File: config.mk
export PLATFORM = sky130hd
export DESIGN_NAME = dag_dependency_tracker_top
export DESIGN_NICKNAME = d
export VERILOG_FILES = /design/src/design/dagt_pkg.sv /design/src/design/dagt_cell.sv /design/src/design/dag_dependency_tracker_top.sv
export SDC_FILE = /design/constraint.sdc
export NUM_CORES = 2
export LEC_CHECK = 0
export BUFFER_PORTS_ARGS = -buffer_cell sky130_fd_sc_hd__buf_2
export CAP_MARGIN = 20
export CORE_ASPECT_RATIO = 0.75
export CORE_MARGIN = 10
export CORE_UTILIZATION = 35
export DETAILED_ROUTE_END_ITERATION = 7
export SYNTH_ARGS = -nofsm -noshare
export SYNTH_HDL_FRONTEND = slang
export SYNTH_SLANG_ARGS = --single-unit
File: constraint.sdc
create_clock -name clk_i -period 7.79 [get_ports clk_i]
set_input_delay 1.1685 -clock clk_i [delete_from_list [all_inputs] [get_ports clk_i]]
set_output_delay 1.1685 -clock clk_i [all_outputs]
set_load 0.03 [all_outputs]
File: src/design/dagt_pkg.sv
package dagt_pkg;

  localparam int MAX_NODES   = 16;
  localparam int IDX_W       = $clog2(MAX_NODES);
  localparam int PEND_W      = $clog2(MAX_NODES + 1);
  localparam int UCNT_W      = $clog2(MAX_NODES + 1);

  localparam int CFG_W       = 5;
  localparam int CMD_W       = 3;
  localparam int NODE_W      = 4;
  localparam int STATE_W     = 3;
  localparam int MASK_W      = 16;
  localparam int IN_TDATA_W  = 16;
  localparam int OUT_TDATA_W = 24;

  typedef enum logic [CMD_W-1:0] {
    CMD_CLEAR  = 3'd0,
    CMD_EDGE   = 3'd1,
    CMD_ARM    = 3'd2,
    CMD_REPORT = 3'd3,
    CMD_QUERY  = 3'd4
  } cmd_e;

  typedef enum logic [STATE_W-1:0] {
    ST_WAITING = 3'd0,
    ST_READY   = 3'd1,
    ST_RUNNING = 3'd2,
    ST_SUCCESS = 3'd3,
    ST_FAULT   = 3'd4
  } node_state_e;

  typedef enum logic [2:0] {
    OP_NONE,
    OP_CLEAR,
    OP_EDGE,
    OP_ARM,
    OP_REPORT
  } cell_op_e;

  typedef enum logic [2:0] {
    S_IDLE,
    S_EXEC,
    S_ARM,
    S_CASC,
    S_WAIT,
    S_RESULT
  } ctrl_state_e;

  // broadcast command to every cell
  typedef struct packed {
    cell_op_e          op;
    logic [IDX_W-1:0]  sel;
    logic [IDX_W-1:0]  src;
    node_state_e       state;
    logic              arm_first;
    logic              arm_last;
  } cell_cmd_t;

  // completion token walking down the cell row
  typedef struct packed {
    logic                  valid;
    logic [IDX_W-1:0]      src;
    logic [MAX_NODES-1:0]  fault_vec;
    logic [MAX_NODES-1:0]  work;
    logic [UCNT_W-1:0]     ucnt;
    logic                  fault_seen;
  } cascade_pkt_t;

endpackage

File: src/design/dagt_cell.sv
module dagt_cell (
  input  logic                            clk_i,
  input  logic                            rst_ni,
  input  logic [dagt_pkg::IDX_W-1:0]      cell_idx_i,
  input  logic [dagt_pkg::MAX_NODES-1:0]  live_i,
  input  dagt_pkg::cell_cmd_t             cmd_i,
  input  dagt_pkg::cascade_pkt_t          pkt_i,
  output dagt_pkg::cascade_pkt_t          pkt_o,
  output dagt_pkg::node_state_e           state_o
);
  import dagt_pkg::*;

  logic [MAX_NODES-1:0] pred_q, pred_d;
  logic [PEND_W-1:0]    pend_q, pend_d;
  node_state_e          state_q, state_d;
  cascade_pkt_t         pkt_q, pkt_d;

  logic                 self_live;
  logic [PEND_W-1:0]    arm_sum;
  logic [PEND_W-1:0]    pend_dec;

  assign self_live = live_i[cell_idx_i];
  assign arm_sum   = (cmd_i.arm_first ? '0 : pend_q)
                   + PEND_W'(pred_q[cmd_i.src] & live_i[cmd_i.src]);
  assign pend_dec  = pend_q - PEND_W'(1);

  always_comb begin
    pred_d  = pred_q;
    pend_d  = pend_q;
    state_d = state_q;
    pkt_d   = pkt_i;

    unique case (cmd_i.op)
      OP_CLEAR: begin
        pred_d  = '0;
        pend_d  = '0;
        state_d = ST_WAITING;
      end
      OP_EDGE: begin
        if (cmd_i.sel == cell_idx_i) begin
          pred_d[cmd_i.src] = 1'b1;
        end
      end
      OP_ARM: begin
        if (self_live) begin
          pend_d = arm_sum;
          if (cmd_i.arm_last) begin
            state_d = (arm_sum == '0) ? ST_READY : ST_WAITING;
          end
        end
      end
      OP_REPORT: begin
        if (cmd_i.sel == cell_idx_i) begin
          state_d = cmd_i.state;
        end
      end
      OP_NONE: ;
      default: ;
    endcase

    if (pkt_i.valid && self_live && pred_q[pkt_i.src] && (pend_q != '0)) begin
      pend_d = pend_dec;
      if ((pend_dec == '0) && (state_q == ST_WAITING)) begin
        if ((pred_q & live_i & pkt_i.fault_vec) != '0) begin
          state_d                    = ST_FAULT;
          pkt_d.fault_vec[cell_idx_i] = 1'b1;
          pkt_d.work[cell_idx_i]      = 1'b1;
          pkt_d.fault_seen           = 1'b1;
          if (pkt_i.ucnt != '0) begin
            pkt_d.ucnt = pkt_i.ucnt - UCNT_W'(1);
          end
        end else begin
          state_d = ST_READY;
        end
      end
    end
  end

  always_ff @(posedge clk_i or negedge rst_ni) begin
    if (!rst_ni) begin
      pred_q  <= '0;
      pend_q  <= '0;
      state_q <= ST_WAITING;
      pkt_q   <= '0;
    end else begin
      pred_q  <= pred_d;
      pend_q  <= pend_d;
      state_q <= state_d;
      pkt_q   <= pkt_d;
    end
  end

  assign pkt_o   = pkt_q;
  assign state_o = state_q;

endmodule

File: src/design/dag_dependency_tracker_top.sv
// Task-graph dependency tracker using in-degree counting. Each input item
// carries a command in tuser (clear, add edge, arm, report state, query) and
// returns exactly one result item: a mask of the nodes in use whose state
// equals the item's node_state, plus all-done and any-fault flags. Every node
// is a cell in a row holding its predecessor mask, remaining-predecessor count
// and state. Clear, add edge and query pass from the execute state to the
// result state. Arm broadcasts one predecessor index per cycle, from 0 to
// MAX_NODES - 1. A success or fault report processes every completion in turn,
// the reported node and each node that faults in the cascade, and each
// completion walks once down the cell row. The next item is taken while a
// result waits in the output register. No clearing pass follows reset.
module dag_dependency_tracker_top (
  input  logic                              clk_i,
  input  logic                              rst_ni,
  input  logic                              s_axis_tvalid,
  output logic                              s_axis_tready,
  // [3:0] node, [7:4] other_node, [10:8] node_state, [15:11] zero
  input  logic [dagt_pkg::IN_TDATA_W-1:0]   s_axis_tdata,
  // [2:0] cmd
  input  logic [dagt_pkg::CMD_W-1:0]        s_axis_tuser,
  output logic                              m_axis_tvalid,
  input  logic                              m_axis_tready,
  // [15:0] match_mask, [16] all_done, [17] any_fault, [23:18] zero
  output logic [dagt_pkg::OUT_TDATA_W-1:0]  m_axis_tdata,
  input  logic                              cfg_we_i,
  input  logic [dagt_pkg::CFG_W-1:0]        cfg_wdata_i
);
  import dagt_pkg::*;

  ctrl_state_e          state_q, state_d;
  logic [CFG_W-1:0]     node_count_q;
  logic [CMD_W-1:0]     cmd_q;
  logic [NODE_W-1:0]    node_q;
  logic [NODE_W-1:0]    other_q;
  logic [STATE_W-1:0]   st_q;
  logic [IDX_W-1:0]     j_q, j_d;
  logic [MAX_NODES-1:0] wl_q, wl_d;
  logic [UCNT_W-1:0]    ucnt_q, ucnt_d;
  logic                 fault_q, fault_d;
  logic                 out_valid_q;
  logic [OUT_TDATA_W-1:0] out_data_q;
  logic                 out_load;

  logic [MAX_NODES-1:0] live;
  logic [UCNT_W-1:0]    cnt_eff;
  logic                 node_ok, other_ok, st_ok;
  logic [IDX_W-1:0]     node_idx, other_idx;
  logic [MAX_NODES-1:0] low_oh;
  logic [IDX_W-1:0]     low_idx;
  logic [MAX_NODES-1:0] fault_now;
  logic [MASK_W-1:0]    match;
  logic                 arm_last;

  cell_cmd_t            ccmd;
  cascade_pkt_t         launch;
  cascade_pkt_t         chain [MAX_NODES+1];
  node_state_e          cell_state [MAX_NODES];

  assign cnt_eff = (32'(node_count_q) > MAX_NODES) ? UCNT_W'(MAX_NODES)
                                                   : UCNT_W'(node_count_q);
  assign node_ok   = 32'(node_q) < 32'(cnt_eff);
  assign other_ok  = 32'(other_q) < 32'(cnt_eff);
  assign st_ok     = st_q <= STATE_W'(ST_FAULT);
  assign node_idx  = IDX_W'(node_q);
  assign other_idx = IDX_W'(other_q);
  assign low_oh    = wl_q & (~wl_q + MAX_NODES'(1));
  assign arm_last  = (j_q == IDX_W'(MAX_NODES - 1));
  assign chain[0]  = launch;

  always_comb begin
    low_idx = '0;
    for (int i = 0; i < MAX_NODES; i++) begin
      if (low_oh[i]) begin
        low_idx = low_idx | IDX_W'(i);
      end
    end
  end

  for (genvar g = 0; g < MAX_NODES; g++) begin : g_cells
    assign live[g]      = 32'(node_count_q) > g;
    assign fault_now[g] = (cell_state[g] == ST_FAULT);

    dagt_cell u_cell (
      .clk_i      (clk_i),
      .rst_ni     (rst_ni),
      .cell_idx_i (IDX_W'(g)),
      .live_i     (live),
      .cmd_i      (ccmd),
      .pkt_i      (chain[g]),
      .pkt_o      (chain[g+1]),
      .state_o    (cell_state[g])
    );
  end

  for (genvar g = 0; g < MASK_W; g++) begin : g_match
    if (g < MAX_NODES) begin : g_used
      assign match[g] = live[g] && st_ok && (STATE_W'(cell_state[g]) == st_q);
    end else begin : g_none
      assign match[g] = 1'b0;
    end
  end

  assign s_axis_tready = (state_q == S_IDLE);

  always_comb begin
    state_d  = state_q;
    j_d      = j_q;
    wl_d     = wl_q;
    ucnt_d   = ucnt_q;
    fault_d  = fault_q;
    out_load = 1'b0;
    ccmd     = '0;
    ccmd.op  = OP_NONE;
    launch   = '0;

    unique case (state_q)
      S_IDLE: begin
        if (s_axis_tvalid) begin
          state_d = S_EXEC;
        end
      end
      S_EXEC: begin
        state_d = S_RESULT;
        unique case (cmd_q)
          CMD_CLEAR: begin
            ccmd.op = OP_CLEAR;
            wl_d    = '0;
            ucnt_d  = '0;
            fault_d = 1'b0;
          end
          CMD_EDGE: begin
            if (node_ok && other_ok) begin
              ccmd.op  = OP_EDGE;
              ccmd.sel = other_idx;
              ccmd.src = node_idx;
            end
          end
          CMD_ARM: begin
            j_d     = '0;
            state_d = S_ARM;
          end
          CMD_REPORT: begin
            if (node_ok && st_ok) begin
              ccmd.op    = OP_REPORT;
              ccmd.sel   = node_idx;
              ccmd.state = node_state_e'(st_q);
              if (st_q == STATE_W'(ST_FAULT)) begin
                fault_d = 1'b1;
              end
              if ((st_q == STATE_W'(ST_SUCCESS)) || (st_q == STATE_W'(ST_FAULT))) begin
                if (ucnt_q != '0) begin
                  ucnt_d = ucnt_q - UCNT_W'(1);
                end
                wl_d[node_idx] = 1'b1;
                state_d        = S_CASC;
              end
            end
          end
          CMD_QUERY: ;
          default: ;
        endcase
      end
      S_ARM: begin
        ccmd.op        = OP_ARM;
        ccmd.src       = j_q;
        ccmd.arm_first = (j_q == '0);
        ccmd.arm_last  = arm_last;
        j_d            = j_q + IDX_W'(1);
        if (arm_last) begin
          ucnt_d  = cnt_eff;
          fault_d = 1'b0;
          wl_d    = '0;
          state_d = S_RESULT;
        end
      end
      S_CASC: begin
        if (wl_q == '0) begin
          state_d = S_RESULT;
        end else begin
          launch.valid      = 1'b1;
          launch.src        = low_idx;
          launch.fault_vec  = fault_now;
          launch.work       = wl_q & ~low_oh;
          launch.ucnt       = ucnt_q;
          launch.fault_seen = fault_q;
          state_d           = S_WAIT;
        end
      end
      S_WAIT: begin
        if (chain[MAX_NODES].valid) begin
          wl_d    = chain[MAX_NODES].work;
          ucnt_d  = chain[MAX_NODES].ucnt;
          fault_d = chain[MAX_NODES].fault_seen;
          state_d = S_CASC;
        end
      end
      S_RESULT: begin
        if (!out_valid_q || m_axis_tready) begin
          out_load = 1'b1;
          state_d  = S_IDLE;
        end
      end
      default: begin
        state_d = S_IDLE;
      end
    endcase
  end

  always_ff @(posedge clk_i or negedge rst_ni) begin
    if (!rst_ni) begin
      state_q      <= S_IDLE;
      node_count_q <= CFG_W'(16);
      j_q          <= '0;
      wl_q         <= '0;
      ucnt_q       <= '0;
      fault_q      <= 1'b0;
      out_valid_q  <= 1'b0;
    end else begin
      state_q <= state_d;
      j_q     <= j_d;
      wl_q    <= wl_d;
      ucnt_q  <= ucnt_d;
      fault_q <= fault_d;
      if (cfg_we_i) begin
        node_count_q <= cfg_wdata_i;
      end
      if (out_load) begin
        out_valid_q <= 1'b1;
      end else if (m_axis_tready) begin
        out_valid_q <= 1'b0;
      end
    end
  end

  always_ff @(posedge clk_i) begin
    if (s_axis_tvalid && s_axis_tready) begin
      cmd_q   <= s_axis_tuser;
      node_q  <= s_axis_tdata[3:0];
      other_q <= s_axis_tdata[7:4];
      st_q    <= s_axis_tdata[10:8];
    end
    if (out_load) begin
      out_data_q <= {6'b0, fault_q, (ucnt_q == '0), match};
    end
  end

  assign m_axis_tvalid = out_valid_q;
  assign m_axis_tdata  = out_data_q;

  a_chain_exit: assert property (@(posedge clk_i) disable iff (!rst_ni)
    chain[MAX_NODES].valid |-> (state_q == S_WAIT))
    else $error("completion token left the cell row outside of a wait");

  a_idle_work: assert property (@(posedge clk_i) disable iff (!rst_ni)
    (state_q == S_IDLE) |-> (wl_q == '0))
    else $error("pending completions left over between items");

  a_result_load: assert property (@(posedge clk_i) disable iff (!rst_ni)
    ((state_q == S_RESULT) && (!out_valid_q || m_axis_tready)) |=> m_axis_tvalid)
    else $error("result not presented after leaving result state");

endmodule
==> flow_summary.ini <==
[place]
dp.cells = 6323
gp_congestion = 0.972
dp_hpwl_mm = 117
port_buffers = 43
pre_cts_ws_ns = 1.65

[finish]
postLayoutCoreUtil_pct = 40.1
stdcell_count = 6536
nets = 4699
areaGrowthSynthToFinish_pct = 13.8
fillerInstances = 13300
drive_above_1_share_pct = 12.0

[grt]
antenna_found_initial = 8
grt_pass1_wl_mm = 253
grt_overflow = 0
grt_pass1_vias = 36000
grtUsageTotal_pct = 21.7
grt_max_degree = 174

[critical_path]
crit_fanout = 20
crit_type = reg2reg
cpMaxStageDelayCell = a2111oi_1
startpoint_type = flop
path_delay_family = compound AO/OA/AOI/OAI gates
slowest_delay_ns = 0.75
end_kind = flop
cp_common_cell = buf_4
critical_path.cell_chain = buf_4 > nand2_1 > ha_1 > a2111oi_1 > o22a_1 > o21ai_2 > buf_4 > o22ai_2 > buf_4 > o22ai_1 > a2111oi_0 > buf_4 > ha_1 > ha_1 > nand3_1 > xor2_1 > nor2_1 > a21oi_1 > a31oi_1 > o21ai_0 > a22o_1
arrival_ns = 6.95
crit_required_ns = 8.39
critPathBufInv = 4

[floorplan]
fp.dieArea_um2 = 155000
num_rows = 118
die_w_um = 451
core_um2 = 138000
die_y_um = 343
pin_count = 55
start_util_pct = 35.3

[route]
firstDrtPassIters = 6
drt_iter0_drc = 5374
dr_total_vias = 38700
wire_per_inst_um = 26.6
routed_via_density = 5.93
postRouteAntennaNets = 0
routed_wirelength_mm = 174
drc = 0

[timing]
rsz0062_at_grt = no
hold_viol = 0
min_period_ns = 6.35
max_freq_mhz = 157
slew_violations = 0
fin_skew_ns = 0.0392
tightest_slew_ns = 1.20
setup_ws_ns = 1.44
setup_tns_ns = 0
slew_headroom_pct = 20.1
post-route-period-util_pct = 81.5
setup_violations = 0

[clocking]
cts_buffers = 109
htree_levels = 3
clock-sinks = 1119
ctsHoldBuffers = 0
clk_path_buf_depth = 3
path_clk_slew_ns = 0.07
cts_tree = yes
clk_latency_ns = 0.73
cts-root-buf = clkbuf_16
postCtsSetupRepairBufs = 0
cts_resized = 0

[synth]
synth_seq_cells = 1119
yosys_warnings = 0
synth_edf_count = 32
synth_most_common_cell = dfrtp_1
netlist_instances = 4542
ys_top_cells_by_count = dfrtp_1 (1086), nor2_1 (562), a21oi_1 (450)
synth_seq_area_share_pct = 57.8
syn_area_per_cell_um2 = 10.7
yosys.area.top_type = dfrtp_1
yosysTopAreaCellShare_pct = 55.7
yosys-top-cells-area = dfrtp_1 (56%), a21oi_1 (4.6%), nor2_1 (4.3%)
synthDistinctLibCells = 88
async_flop_share_pct = 97.1
syn_area_um2 = 48800
ys.flop_type = dfrtp_1

[power_and_ir_drop]
power_mw = 14.6
p_per_area_nw_per_um2 = 263
p_leak_nw = 25.8
peakVddDrop_v = 0.000159

[run_status]
status = finished, final reports clean

[flow_run]
max_cap_violations = 0

[worst_hold_path]
hold_class = reg2reg
-- flip-flops by register name (all words and copies together), names as in the netlist, 5 cells and up --
name and count:
g_cells.u_cell.state_o 48, g_cells.u_cell.pend_q 80, m_axis_tdata 18, g_cells.u_cell.pred_q 256, wl_q 16, ucnt_q 5
node_count_q 5, g_cells.u_cell.pkt_o 668
-- through the flow --
step / instance area (um2) / hold WS, ns
after CTS: 55400 / 0.341
after global placement: 51500 / 0.332
after detailed placement: 51600 / 0.335
final: 55500 / 0.336
after floorplan: 48800 / 0.331
after global routing: 55500 / 0.348
-- path summary, 6_finish.rpt --
kind	slack [ns]	endpoint	startpoint	depth (start not counted)
worst max-delay path	1.44	g_cells[14].u_cell.state_o[0]	node_count_q[1]	21
worst min-delay path	0.34	g_cells[4].u_cell.pkt_o[11]	g_cells[3].u_cell.pkt_o[11]	0
worst max register to register	1.44	g_cells[14].u_cell.state_o[0]	node_count_q[1]	21
worst min register to register	0.34	g_cells[4].u_cell.pkt_o[11]	g_cells[3].u_cell.pkt_o[11]	0
max in group asynchronous	5.37	g_cells[5].u_cell.pkt_o[20]	rst_ni	3
min in group asynchronous	0.55	g_cells[4].u_cell.pred_q[0]	rst_ni	1
-- area by class of cell --
| class | instances | area, um2 | share of cell area (%) |
|---|---|---|---|
| Multi-Input combinational cell | 3061 | 19400 | 35.0 |
| Sequential cell | 1119 | 28200 | 50.8 |
| Clock buffer | 146 | 3100 | 5.59 |
| Timing Repair Buffer | 180 | 1370 | 2.47 |
| Clock inverter | 59 | 709 | 1.28 |
| Antenna cell | 2 | 5.00 | 0.00902 |
| Inverter | 109 | 409 | 0.737 |
| Tap cell | 1860 | 2330 | 4.19 |
-- routing by layer --
metal	vias to the layer above	track usage [%]	routed length [um]
met5	-	0.153	39
met4	6	7.32	6380
met3	405	7.36	22900
met2	2479	28.7	68200
met1	19300	32.7	76400
li1	16500	-	-
-- kinds of logic (layout without fill, tap and decap cells) --
group	Yosys count	in the layout	share of synthesized area [%]
flops	1119	1119	57.8
simple gates	1558	1558	15.1
buf+inv	367	494	2.91
compound gates	1130	1130	14.6
fa+ha+maj	90	90	2.31
xor+xnor	127	127	2.28
mux	150	150	5.04
other cells	1	8	0.00769
-- placed cells by master (no fill, tap or decap), types with 20 or more instances in the layout --
cell	synthesis	routed
nor4_1	49	49
nand2_1	226	226
clkbuf_16	0	111
o22ai_1	78	76
clkbuf_8	0	20
mux2_2	24	24
a211oi_1	25	25
xor2_1	78	78
dfrtp_1	1086	1085
buf_2	8	42
nor2_1	562	555
and3_1	49	48
edfxtp_1	32	32
mux4_2	74	74
nand4_1	78	78
o21ai_0	199	198
buf_4	6	123
a21oi_1	450	447
nor3_1	93	86
inv_1	107	107
nand2b_1	76	76
mux2i_1	51	51
xnor2_1	49	49
a21o_1	21	21
a22o_1	25	25
a22oi_1	26	26
nand3_1	299	299
a31oi_1	46	46
o31ai_1	24	23
and2_1	31	30
o221ai_1	35	35
ha_1	90	90
-- power by group --
group | leakage (nW) | total (mW) | internal [mW] | switching (mW)
logic | 8.55 | 2.66 | 0.763 | 1.89
clock network | 1.84 | 5.63 | 3.24 | 2.38
registers | 15.5 | 6.32 | 6.04 | 0.279
No activity file was read; power rests on OpenSTA's default activity.
